## src/base64_decoder_defines.svh

```systemverilog
// ----------------------------------------------------------------------------
// Base64 decoder assertion macros
// Concurrent assertion wrappers; they compile away when SYNTH is defined.
// ----------------------------------------------------------------------------
`ifndef BASE64_DECODER_DEFINES_SVH
`define BASE64_DECODER_DEFINES_SVH

`ifndef SYNTH
// same-cycle implication
`define B64D_ASSERT_IMPLIES(label, clk, rst, ante, cons) \
   label: assert property (@(posedge clk) disable iff (rst) (ante) |-> (cons)) \
      else $error("assertion failed: %m");
// next-cycle implication
`define B64D_ASSERT_NEXT(label, clk, rst, ante, cons) \
   label: assert property (@(posedge clk) disable iff (rst) (ante) |=> (cons)) \
      else $error("assertion failed: %m");
`else
`define B64D_ASSERT_IMPLIES(label, clk, rst, ante, cons)
`define B64D_ASSERT_NEXT(label, clk, rst, ante, cons)
`endif

`endif

```

## src/b64d_pkg.sv

```systemverilog
// ----------------------------------------------------------------------------
// b64d_pkg
// Shared types, codes and the character lookup of the Base64 decoder.
// ----------------------------------------------------------------------------
package b64d_pkg;

   localparam int CHAR_W         = 8;
   localparam int CSR_W          = 16;
   localparam int COUNT_BITS_DEF = 16;
   localparam int QUEUE_DEPTH    = 4;

   localparam logic [CSR_W-1:0]  MAX_OUT_RESET = 16'd4096;
   localparam logic [CHAR_W-1:0] CHAR_PAD      = 8'd61;   // '='

   // closing status codes
   localparam logic [1:0] ST_OK         = 2'd0;
   localparam logic [1:0] ST_INVALID    = 2'd1;
   localparam logic [1:0] ST_BAD_LENGTH = 2'd2;
   localparam logic [1:0] ST_OVER_CAP   = 2'd3;

   typedef struct packed {
      logic [7:0] out_byte;
      logic       is_status;
      logic [1:0] status_code;
      logic       last;
   } result_type;

   // results caused by one item, in output order from entry 0
   typedef struct packed {
      result_type [QUEUE_DEPTH-1:0] res;
      logic [2:0]                   count;
   } bundle_type;

   typedef struct packed {
      logic       valid;
      logic [5:0] value;
   } sextet_type;

   function automatic sextet_type sextet_of(input logic [CHAR_W-1:0] c);
      sextet_type s;
      s.valid = 1'b1;
      s.value = 6'd0;
      if (c >= 8'd65 && c <= 8'd90) begin
         s.value = 6'(c - 8'd65);
      end else if (c >= 8'd97 && c <= 8'd122) begin
         s.value = 6'(c - 8'd71);
      end else if (c >= 8'd48 && c <= 8'd57) begin
         s.value = 6'(c + 8'd4);
      end else if (c == 8'd43) begin
         s.value = 6'd62;
      end else if (c == 8'd47) begin
         s.value = 6'd63;
      end else begin
         s.valid = 1'b0;
      end
      return s;
   endfunction

endpackage

```

## src/base64_decoder.sv

```systemverilog
// ----------------------------------------------------------------------------
// base64_decoder
// Streaming Base64 decoder (standard alphabet, '=' padding) with status.
// ----------------------------------------------------------------------------
// Usage:
//   req carries one ASCII character per item in tdata[7:0]; tlast marks the
//   final character of a string. rsp carries decoded bytes in tdata[7:0];
//   the closing item of a string has tuser = 1, its status code in
//   tdata[9:8] (ok, invalid character, bad length, over capacity) and tlast.
//   Drop the string's bytes whenever that status is not ok.
//   csr_wr_en / csr_wr_data set the capacity in decoded bytes; write it only
//   while no string is in flight.
//   Throughput is one character per cycle while the input register does not
//   hold. A character waits in the input register, is decoded there in a
//   single pass and loads the result register once that register frees up.
//   One character causes up to four results (three bytes and the status);
//   the result register hands them out one per cycle while rsp_tready is
//   high, and the input register holds only while a character with results
//   meets a result register that is not emptying.
// Reset:
//   Synchronous; clears all string state and sets the capacity to 4096.
// Stalls:
//   A low rsp_tready holds the head result stable and backs up into req.
// ----------------------------------------------------------------------------
`include "base64_decoder_defines.svh"

module base64_decoder #(
   parameter int COUNT_BITS = b64d_pkg::COUNT_BITS_DEF
) (
   input  logic                        clock,
   input  logic                        reset,
   // character input
   input  logic                        req_tvalid,
   output logic                        req_tready,
   input  logic [7:0]                  req_tdata,   // [7:0] char_code
   input  logic                        req_tlast,   // last_char
   // result output
   output logic                        rsp_tvalid,
   input  logic                        rsp_tready,
   output logic [15:0]                 rsp_tdata,   // [7:0] out_byte, [9:8] status_code
   output logic                        rsp_tuser,   // is_status
   output logic                        rsp_tlast,   // last
   // capacity register
   input  logic                        csr_wr_en,
   input  logic [b64d_pkg::CSR_W-1:0]  csr_wr_data
);
   import b64d_pkg::*;

   logic              in_valid_ff, in_valid_in;
   logic [CHAR_W-1:0] in_char_ff;
   logic              in_last_ff;
   logic [CSR_W-1:0]  max_out_ff;

   bundle_type bundle;
   logic       q_free;
   logic       advance;
   logic       q_load;
   logic       req_fire;

   // capacity register
   always_ff @(posedge clock) begin
      if (reset) begin
         max_out_ff <= MAX_OUT_RESET;
      end else if (csr_wr_en) begin
         max_out_ff <= csr_wr_data;
      end
   end

   // retire the held character when it has no results or the queue frees up
   assign advance    = in_valid_ff && (bundle.count == 3'd0 || q_free);
   assign q_load     = advance && (bundle.count != 3'd0);
   assign req_tready = !in_valid_ff || advance;
   assign req_fire   = req_tvalid && req_tready;

   always_comb begin
      in_valid_in = in_valid_ff;
      if (req_fire) begin
         in_valid_in = 1'b1;
      end else if (advance) begin
         in_valid_in = 1'b0;
      end
   end

   always_ff @(posedge clock) begin
      if (reset) begin
         in_valid_ff <= 1'b0;
      end else begin
         in_valid_ff <= in_valid_in;
      end
      if (req_fire) begin
         in_char_ff <= req_tdata;
         in_last_ff <= req_tlast;
      end
   end

   b64d_decode #(
      .COUNT_BITS (COUNT_BITS)
   ) u_decode (
      .clock     (clock),
      .reset     (reset),
      .max_out   (max_out_ff),
      .char_code (in_char_ff),
      .last_char (in_last_ff),
      .step      (advance),
      .bundle    (bundle)
   );

   b64d_res_queue u_queue (
      .clock      (clock),
      .reset      (reset),
      .load       (q_load),
      .bundle     (bundle),
      .free       (q_free),
      .rsp_tvalid (rsp_tvalid),
      .rsp_tready (rsp_tready),
      .rsp_tdata  (rsp_tdata),
      .rsp_tuser  (rsp_tuser),
      .rsp_tlast  (rsp_tlast)
   );

   // a closing item is always a status with a zero data byte
   `B64D_ASSERT_IMPLIES(a_last_is_status, clock, reset, rsp_tvalid && rsp_tlast, rsp_tuser && rsp_tdata[7:0] == 8'd0)
   // the result register is loaded only when it empties
   `B64D_ASSERT_IMPLIES(a_load_when_free, clock, reset, q_load, q_free)
   // an empty input register always takes an item
   `B64D_ASSERT_IMPLIES(a_ready_when_empty, clock, reset, !in_valid_ff, req_tready)
   // a taken item is held for decode in the next cycle
   `B64D_ASSERT_NEXT(a_accept_holds, clock, reset, req_fire, in_valid_ff)

endmodule

```

## src/b64d_decode.sv

```systemverilog
// ----------------------------------------------------------------------------
// b64d_decode
// Per-string state and the single-pass decode of one character.
// ----------------------------------------------------------------------------
module b64d_decode #(
   parameter int COUNT_BITS = b64d_pkg::COUNT_BITS_DEF
) (
   input  logic                         clock,
   input  logic                         reset,
   input  logic [b64d_pkg::CSR_W-1:0]   max_out,
   input  logic [b64d_pkg::CHAR_W-1:0]  char_code,
   input  logic                         last_char,
   input  logic                         step,
   output b64d_pkg::bundle_type         bundle
);
   import b64d_pkg::*;

   localparam int CMP_W = (COUNT_BITS > CSR_W) ? COUNT_BITS : CSR_W;

   logic [23:0]           group_bits_ff, group_bits_in;
   logic [1:0]            group_pos_ff, group_pos_in;
   logic [1:0]            pad_seen_ff, pad_seen_in;
   logic [1:0]            error_ff, error_in;
   logic [COUNT_BITS-1:0] emitted_ff, emitted_in;

   sextet_type  sx;
   logic        bad;
   logic [5:0]  val;
   logic [1:0]  pad_nx;
   logic [1:0]  err_a;
   logic [1:0]  err_b;
   logic [23:0] bits_nx;
   logic [1:0]  nbytes;
   logic [1:0]  room;
   logic [1:0]  emit;
   logic [1:0]  pos_nx;
   logic [CMP_W-1:0] lim_max;
   logic [CMP_W-1:0] lim_top;
   logic [CMP_W-1:0] limit;
   logic [CMP_W-1:0] cnt_w;
   logic [CMP_W-1:0] diff;
   result_type  status_res;
   result_type  byte_res [3];

   always_comb begin
      sx     = sextet_of(char_code);
      bad    = 1'b0;
      val    = 6'd0;
      pad_nx = pad_seen_ff;
      if (char_code == CHAR_PAD) begin
         if (group_pos_ff == 2'd2 && pad_seen_ff == 2'd0) begin
            pad_nx = 2'd1;
         end else if (group_pos_ff == 2'd3 && pad_seen_ff <= 2'd1) begin
            pad_nx = pad_seen_ff + 2'd1;
         end else begin
            bad = 1'b1;
         end
      end else if (sx.valid) begin
         if (pad_seen_ff != 2'd0) begin
            bad = 1'b1;
         end else begin
            val = sx.value;
         end
      end else begin
         bad = 1'b1;
      end

      err_a   = bad ? ST_INVALID : error_ff;
      bits_nx = {group_bits_ff[17:0], val};
      nbytes  = (group_pos_ff == 2'd3) ? 2'd3 - pad_nx : 2'd0;

      // room left under the capacity and the counter's top value
      lim_max = CMP_W'(max_out);
      lim_top = CMP_W'({COUNT_BITS{1'b1}});
      limit   = (lim_max < lim_top) ? lim_max : lim_top;
      cnt_w   = CMP_W'(emitted_ff);
      diff    = limit - cnt_w;
      if (cnt_w >= limit) begin
         room = 2'd0;
      end else if (diff >= CMP_W'(3)) begin
         room = 2'd3;
      end else begin
         room = diff[1:0];
      end
      emit  = (nbytes < room) ? nbytes : room;
      err_b = (emit < nbytes && err_a == ST_OK) ? ST_OVER_CAP : err_a;

      pos_nx = group_pos_ff + 2'd1;

      status_res.out_byte  = 8'd0;
      status_res.is_status = 1'b1;
      status_res.last      = 1'b1;
      if (err_b == ST_INVALID) begin
         status_res.status_code = ST_INVALID;
      end else if (pos_nx != 2'd0) begin
         status_res.status_code = ST_BAD_LENGTH;
      end else begin
         status_res.status_code = err_b;
      end

      byte_res[0] = '{out_byte: bits_nx[23:16], is_status: 1'b0,
                      status_code: ST_OK, last: 1'b0};
      byte_res[1] = '{out_byte: bits_nx[15:8], is_status: 1'b0,
                      status_code: ST_OK, last: 1'b0};
      byte_res[2] = '{out_byte: bits_nx[7:0], is_status: 1'b0,
                      status_code: ST_OK, last: 1'b0};

      bundle.res[0] = (emit > 2'd0) ? byte_res[0] : status_res;
      bundle.res[1] = (emit > 2'd1) ? byte_res[1] : status_res;
      bundle.res[2] = (emit > 2'd2) ? byte_res[2] : status_res;
      bundle.res[3] = status_res;
      bundle.count  = {1'b0, emit} + {2'b00, last_char};

      // clear per-string state once the status goes out
      if (last_char) begin
         group_bits_in = '0;
         group_pos_in  = '0;
         pad_seen_in   = '0;
         error_in      = ST_OK;
         emitted_in    = '0;
      end else begin
         group_bits_in = bits_nx;
         group_pos_in  = pos_nx;
         pad_seen_in   = pad_nx;
         error_in      = err_b;
         emitted_in    = emitted_ff + COUNT_BITS'(emit);
      end
   end

   always_ff @(posedge clock) begin
      if (reset) begin
         group_bits_ff <= '0;
         group_pos_ff  <= '0;
         pad_seen_ff   <= '0;
         error_ff      <= ST_OK;
         emitted_ff    <= '0;
      end else if (step) begin
         group_bits_ff <= group_bits_in;
         group_pos_ff  <= group_pos_in;
         pad_seen_ff   <= pad_seen_in;
         error_ff      <= error_in;
         emitted_ff    <= emitted_in;
      end
   end

endmodule

```

## src/b64d_res_queue.sv

```systemverilog
// ----------------------------------------------------------------------------
// b64d_res_queue
// Result register: holds one item's results; one goes out a cycle when ready.
// ----------------------------------------------------------------------------
module b64d_res_queue (
   input  logic                 clock,
   input  logic                 reset,
   input  logic                 load,
   input  b64d_pkg::bundle_type bundle,
   output logic                 free,
   output logic                 rsp_tvalid,
   input  logic                 rsp_tready,
   output logic [15:0]          rsp_tdata,   // [7:0] out_byte, [9:8] status_code
   output logic                 rsp_tuser,   // is_status
   output logic                 rsp_tlast
);
   import b64d_pkg::*;

   result_type [QUEUE_DEPTH-1:0] res_ff, res_in;
   logic [2:0]                   count_ff, count_in;
   logic                         fire;

   always_comb begin
      fire = rsp_tvalid && rsp_tready;
      free = (count_ff == 3'd0) || (count_ff == 3'd1 && fire);
      res_in   = res_ff;
      count_in = count_ff;
      if (load) begin
         res_in   = bundle.res;
         count_in = bundle.count;
      end else if (fire) begin
         // advance the head
         for (int k = 0; k < QUEUE_DEPTH - 1; k++) begin
            res_in[k] = res_ff[k+1];
         end
         count_in = count_ff - 3'd1;
      end
   end

   always_ff @(posedge clock) begin
      if (reset) begin
         count_ff <= '0;
      end else begin
         count_ff <= count_in;
      end
      res_ff <= res_in;
   end

   assign rsp_tvalid = (count_ff != 3'd0);
   assign rsp_tdata  = {6'd0, res_ff[0].status_code, res_ff[0].out_byte};
   assign rsp_tuser  = res_ff[0].is_status;
   assign rsp_tlast  = res_ff[0].last;

endmodule

```

## config.mk

```make
export PLATFORM = sky130hd
export DESIGN_NAME = base64_decoder
export DESIGN_NICKNAME = d
export VERILOG_FILES = /design/src/b64d_pkg.sv /design/src/base64_decoder.sv /design/src/b64d_decode.sv /design/src/b64d_res_queue.sv
export VERILOG_INCLUDE_DIRS = /design/src /design/src/src
export SDC_FILE = /design/constraint.sdc
export NUM_CORES = 1
export LEC_CHECK = 0
export BUFFER_PORTS_ARGS = -buffer_cell sky130_fd_sc_hd__buf_2
export CAP_MARGIN = 10
export CORE_AREA = 2 2 126 128
export CTS_CLUSTER_DIAMETER = 60
export CTS_CLUSTER_SIZE = 30
export DETAILED_ROUTE_END_ITERATION = 12
export DIE_AREA = 0 0 128 130
export PLACE_DENSITY_LB_ADDON = 0.2
export SLEW_MARGIN = 20
export SYNTH_ARGS = -nofsm -noshare
export SYNTH_HDL_FRONTEND = slang
export SYNTH_SLANG_ARGS = --single-unit
export TNS_END_PERCENT = 1
```

## constraint.sdc

```tcl
create_clock -name clock -period 6.2 [get_ports clock]
set_input_delay 0.31 -clock clock [delete_from_list [all_inputs] [get_ports clock]]
set_output_delay 0.31 -clock clock [all_outputs]
set_load 0.05 [all_outputs]
```

==> out/qor.yml <==
status:
  status: "complete, no violations"
worst_setup_path:
  critPathCaptureType: "flop"
  cp-start-kind: "flop"
  startpoint: "u_decode.cnt_w[0]"
  worst-r2r-setup-slack_ns: 0.32
  crit_arrival_ns: 5.99
  required_ns: 6.31
  r2r-start: "u_decode.cnt_w[0]"
  crit_type: "reg -> reg"
  worstPathMaxFanout: 24
  cp-endpoint: "u_queue.res_ff[13]"
  ff2ff_path_depth: 24
  rr_endpoint: "u_queue.res_ff[13]"
sta:
  finalHoldViolCount: 0
  tightest_slew_ns: 0.895
  tns_ns: 0
  slew_viol_final: 0
  fmax_ghz: 0.170
  slew_headroom_pct: 40.3
  fin_crit_ns: 5.88
  post-route-period-util_pct: 94.8
  clock_skew_ns: 0.0122
  finalSetupViolations: 0
floorplanning:
  coreArea_sq_um: 15400
  fp.dieH_microns: 130
  start_util_pct: 39.1
  io_pins: 50
  dieArea_sq_um: 16600
  die_x_microns: 128
  rows: 46
final_layout:
  layout_common_cells: "nor2_1, nand2_1, dfxtp_1"
  drive_above_1_share_pct: 14.5
  final_nets: 755
  final_util_pct: 43.4
  layout_commonest_cell: "nor2_1"
  n_antenna_cell: 0
  syn_to_final_growth_pct: 11.1
  fillers: 1532
global_route:
  antenna_found_initial: 0
  grt_pass1_wl_microns: 21100
  grt_max_degree: 46
  grt_use_total_pct: 15.8
  grt_overflow: 0
  grt_pass1_vias: 4310
clock_network:
  cts_buffers: 9
  htree_levels: 3
  cts_tree: "done"
  clock_latency_ns: 0.36
  clk_path_buf_depth: 2
  path_clk_slew_ns: 0.08
  root_buffer: "clkbuf_16"
  clkSinkCount: 104
power_and_ir_drop:
  cellLeakagePower_nw: 2.60
  powerDensity_nw_per_um2: 275
  vdd_drop_max_mv: 0.154
synthesis:
  ys_ff_latch: 104
  yosysUniqueCellTypes: 64
  synth-main-ff-cell: "dfxtp_1"
  netlist_instances: 676
  synth.area.top_cells: "edfxtp_1, dfxtp_1, ha_1"
  synth_edf_count: 44
  ys_seq_area_share_pct: 41.8
  synth_area_sq_um: 6030
  synth_top_area_share_pct: 21.9
  yosysTopAreaCell: "edfxtp_1"
  yosys_warnings: 0
  avgSynthCellArea_sq_um: 8.93
  postSynth.asyncResetShare_pct: 0
drt:
  routed_via_density: 5.30
  firstDrtPassIters: 4
  drc: 0
  vias: 4685
  wl_per_cell_microns: 14.5
  drt-initial-drc-count: 343
  wl_microns: 12900
  ant_nets: 0
place:
  port_buffers: 43
  gp_congestion: 0.863
  dp_hpwl_microns: 9510
min_path:
  hold_depth: 1
  hp-class: "in -> reg"
flow_run:
  cap_viol_max_count: 0
cell type report:
class | instances | area (sq um) | area share, %
Multi-Input combinational cell | 472 | 3130 | 46.8
Sequential cell | 104 | 2520 | 37.6
Timing Repair Buffer | 57 | 333 | 4.97
Tap cell | 192 | 240 | 3.58
Clock buffer | 9 | 225 | 3.36
Inverter | 43 | 165 | 2.46
Clock inverter | 7 | 82.6 | 1.23
power breakdown:
| group | switching [mW] | total [mW] | internal (mW) | leakage, nW |
|---|---|---|---|---|
| sequential | 0.0294 | 0.835 | 0.806 | 0.904 |
| combinational | 0.293 | 0.440 | 0.146 | 1.55 |
| clock | 0.283 | 0.569 | 0.286 | 0.145 |
stage by stage:
stage | power [mW] | cell area [sq um] | instances | worst slack (ns) | hold WS [ns]
4_1_cts | 1.86 | 6600 | 880 | 0.00210 | 0.111
3_5_place_dp | 1.28 | 6290 | 864 | 0.0293 | 0.452
3_3_place_gp | 1.28 | 6290 | 864 | 0.309 | 0.444
6_report | 1.84 | 6700 | 884 | 0.320 | 0.121
2_1_floorplan | 1.20 | 6050 | 681 | 0.189 | 0.409
5_1_grt | 1.94 | 6700 | 884 | -0.00563 | 0.109
synthesized netlist by cell type, drive strengths merged (4+ instances only):
cell type / instances
a211oi: 5
a21o: 12
a21oi: 52
a22o: 15
a22oi: 4
a31oi: 7
and2: 6
and3: 5
buf: 20
clkbuf: 42
dfxtp: 60
edfxtp: 44
ha: 36
inv: 43
mux2i: 16
nand2: 64
nand2b: 7
nand3: 18
nand3b: 13
nand4: 6
nor2: 70
nor2b: 6
nor3: 16
nor3b: 5
o21ai: 27
or2: 4
or3: 7
xnor2: 21
how the worst min path moves through the flow:
stage	endpoint	from	slack (ns)
3_5_place_dp	u_decode.group_bits_ff[0]	u_decode.group_bits_ff[0]	0.45
4_1_cts	in_last_ff	req_tlast	0.11
6_report	in_last_ff	req_tlast	0.12
3_3_place_gp	u_decode.group_bits_ff[0]	u_decode.group_bits_ff[0]	0.44
5_1_grt	in_last_ff	req_tlast	0.11
2_1_floorplan	in_char_ff[0]	req_tdata[0]	0.41
what timing repair did:
action / in CTS / in global routing
hold buffers: 0 / 0
buffers inserted: 0 / 4
resized for setup: 0 / 16
endpoints found under the setup margin: 0 / 92
routing by layer:
layer,share of wire [%],wire length (microns),GRT usage [%]
met1,48,6180,20.4
met3,2.7,353,2.95
met2,48,6180,27.1
met4,1.1,142,4.65
met5,0,0,0
critical path, cell delays in order (launching register included):
cell and delay (ns):
dfxtp_1 0.38, ha_1 0.20, inv_1 0.06, fa_1 0.41, a21o_1 0.20, a221o_1 0.36
a221oi_2 0.31, xnor2_1 0.15, a2111oi_4 0.39, o2111ai_4 0.20, nor3b_2 0.19, nor2_1 0.07
ha_1 0.32, nand2b_4 0.09, nand3_1 0.14, o21ai_4 0.21, inv_1 0.08, ha_1 0.18
ha_1 0.29, or3_1 0.43, o21ai_2 0.11, and2_4 0.19, nand2_2 0.14, buf_4 0.26
a22o_1 0.25
flip-flops by register name, indices dropped and copies added (netlist names):
name,flops
u_decode.group_pos_ff,2
u_decode.pad_seen_ff,2
u_decode.error_ff,2
u_queue.res_ff,24
u_queue.rsp_tdata,10
u_decode.group_bits_ff,18
u_queue.count_ff,3
u_decode.cnt_w,16
in_last_ff,1
u_queue.rsp_tlast,1
in_char_ff,8
in_valid_ff,1
max_out_ff,16
logic make-up after synthesis:
family          after synthesis  share of synthesized area, %
compound gates              152                          17.1
other cells                   1                        0.0621
simple gates                236                          19.0
fa+ha+maj                    38                          8.13
mux                          17                          2.84
flops                       104                          41.8
buf+inv                     105                          7.69
xor+xnor                     23                          3.34
Note: power is estimated with default switching activity, not from simulation.
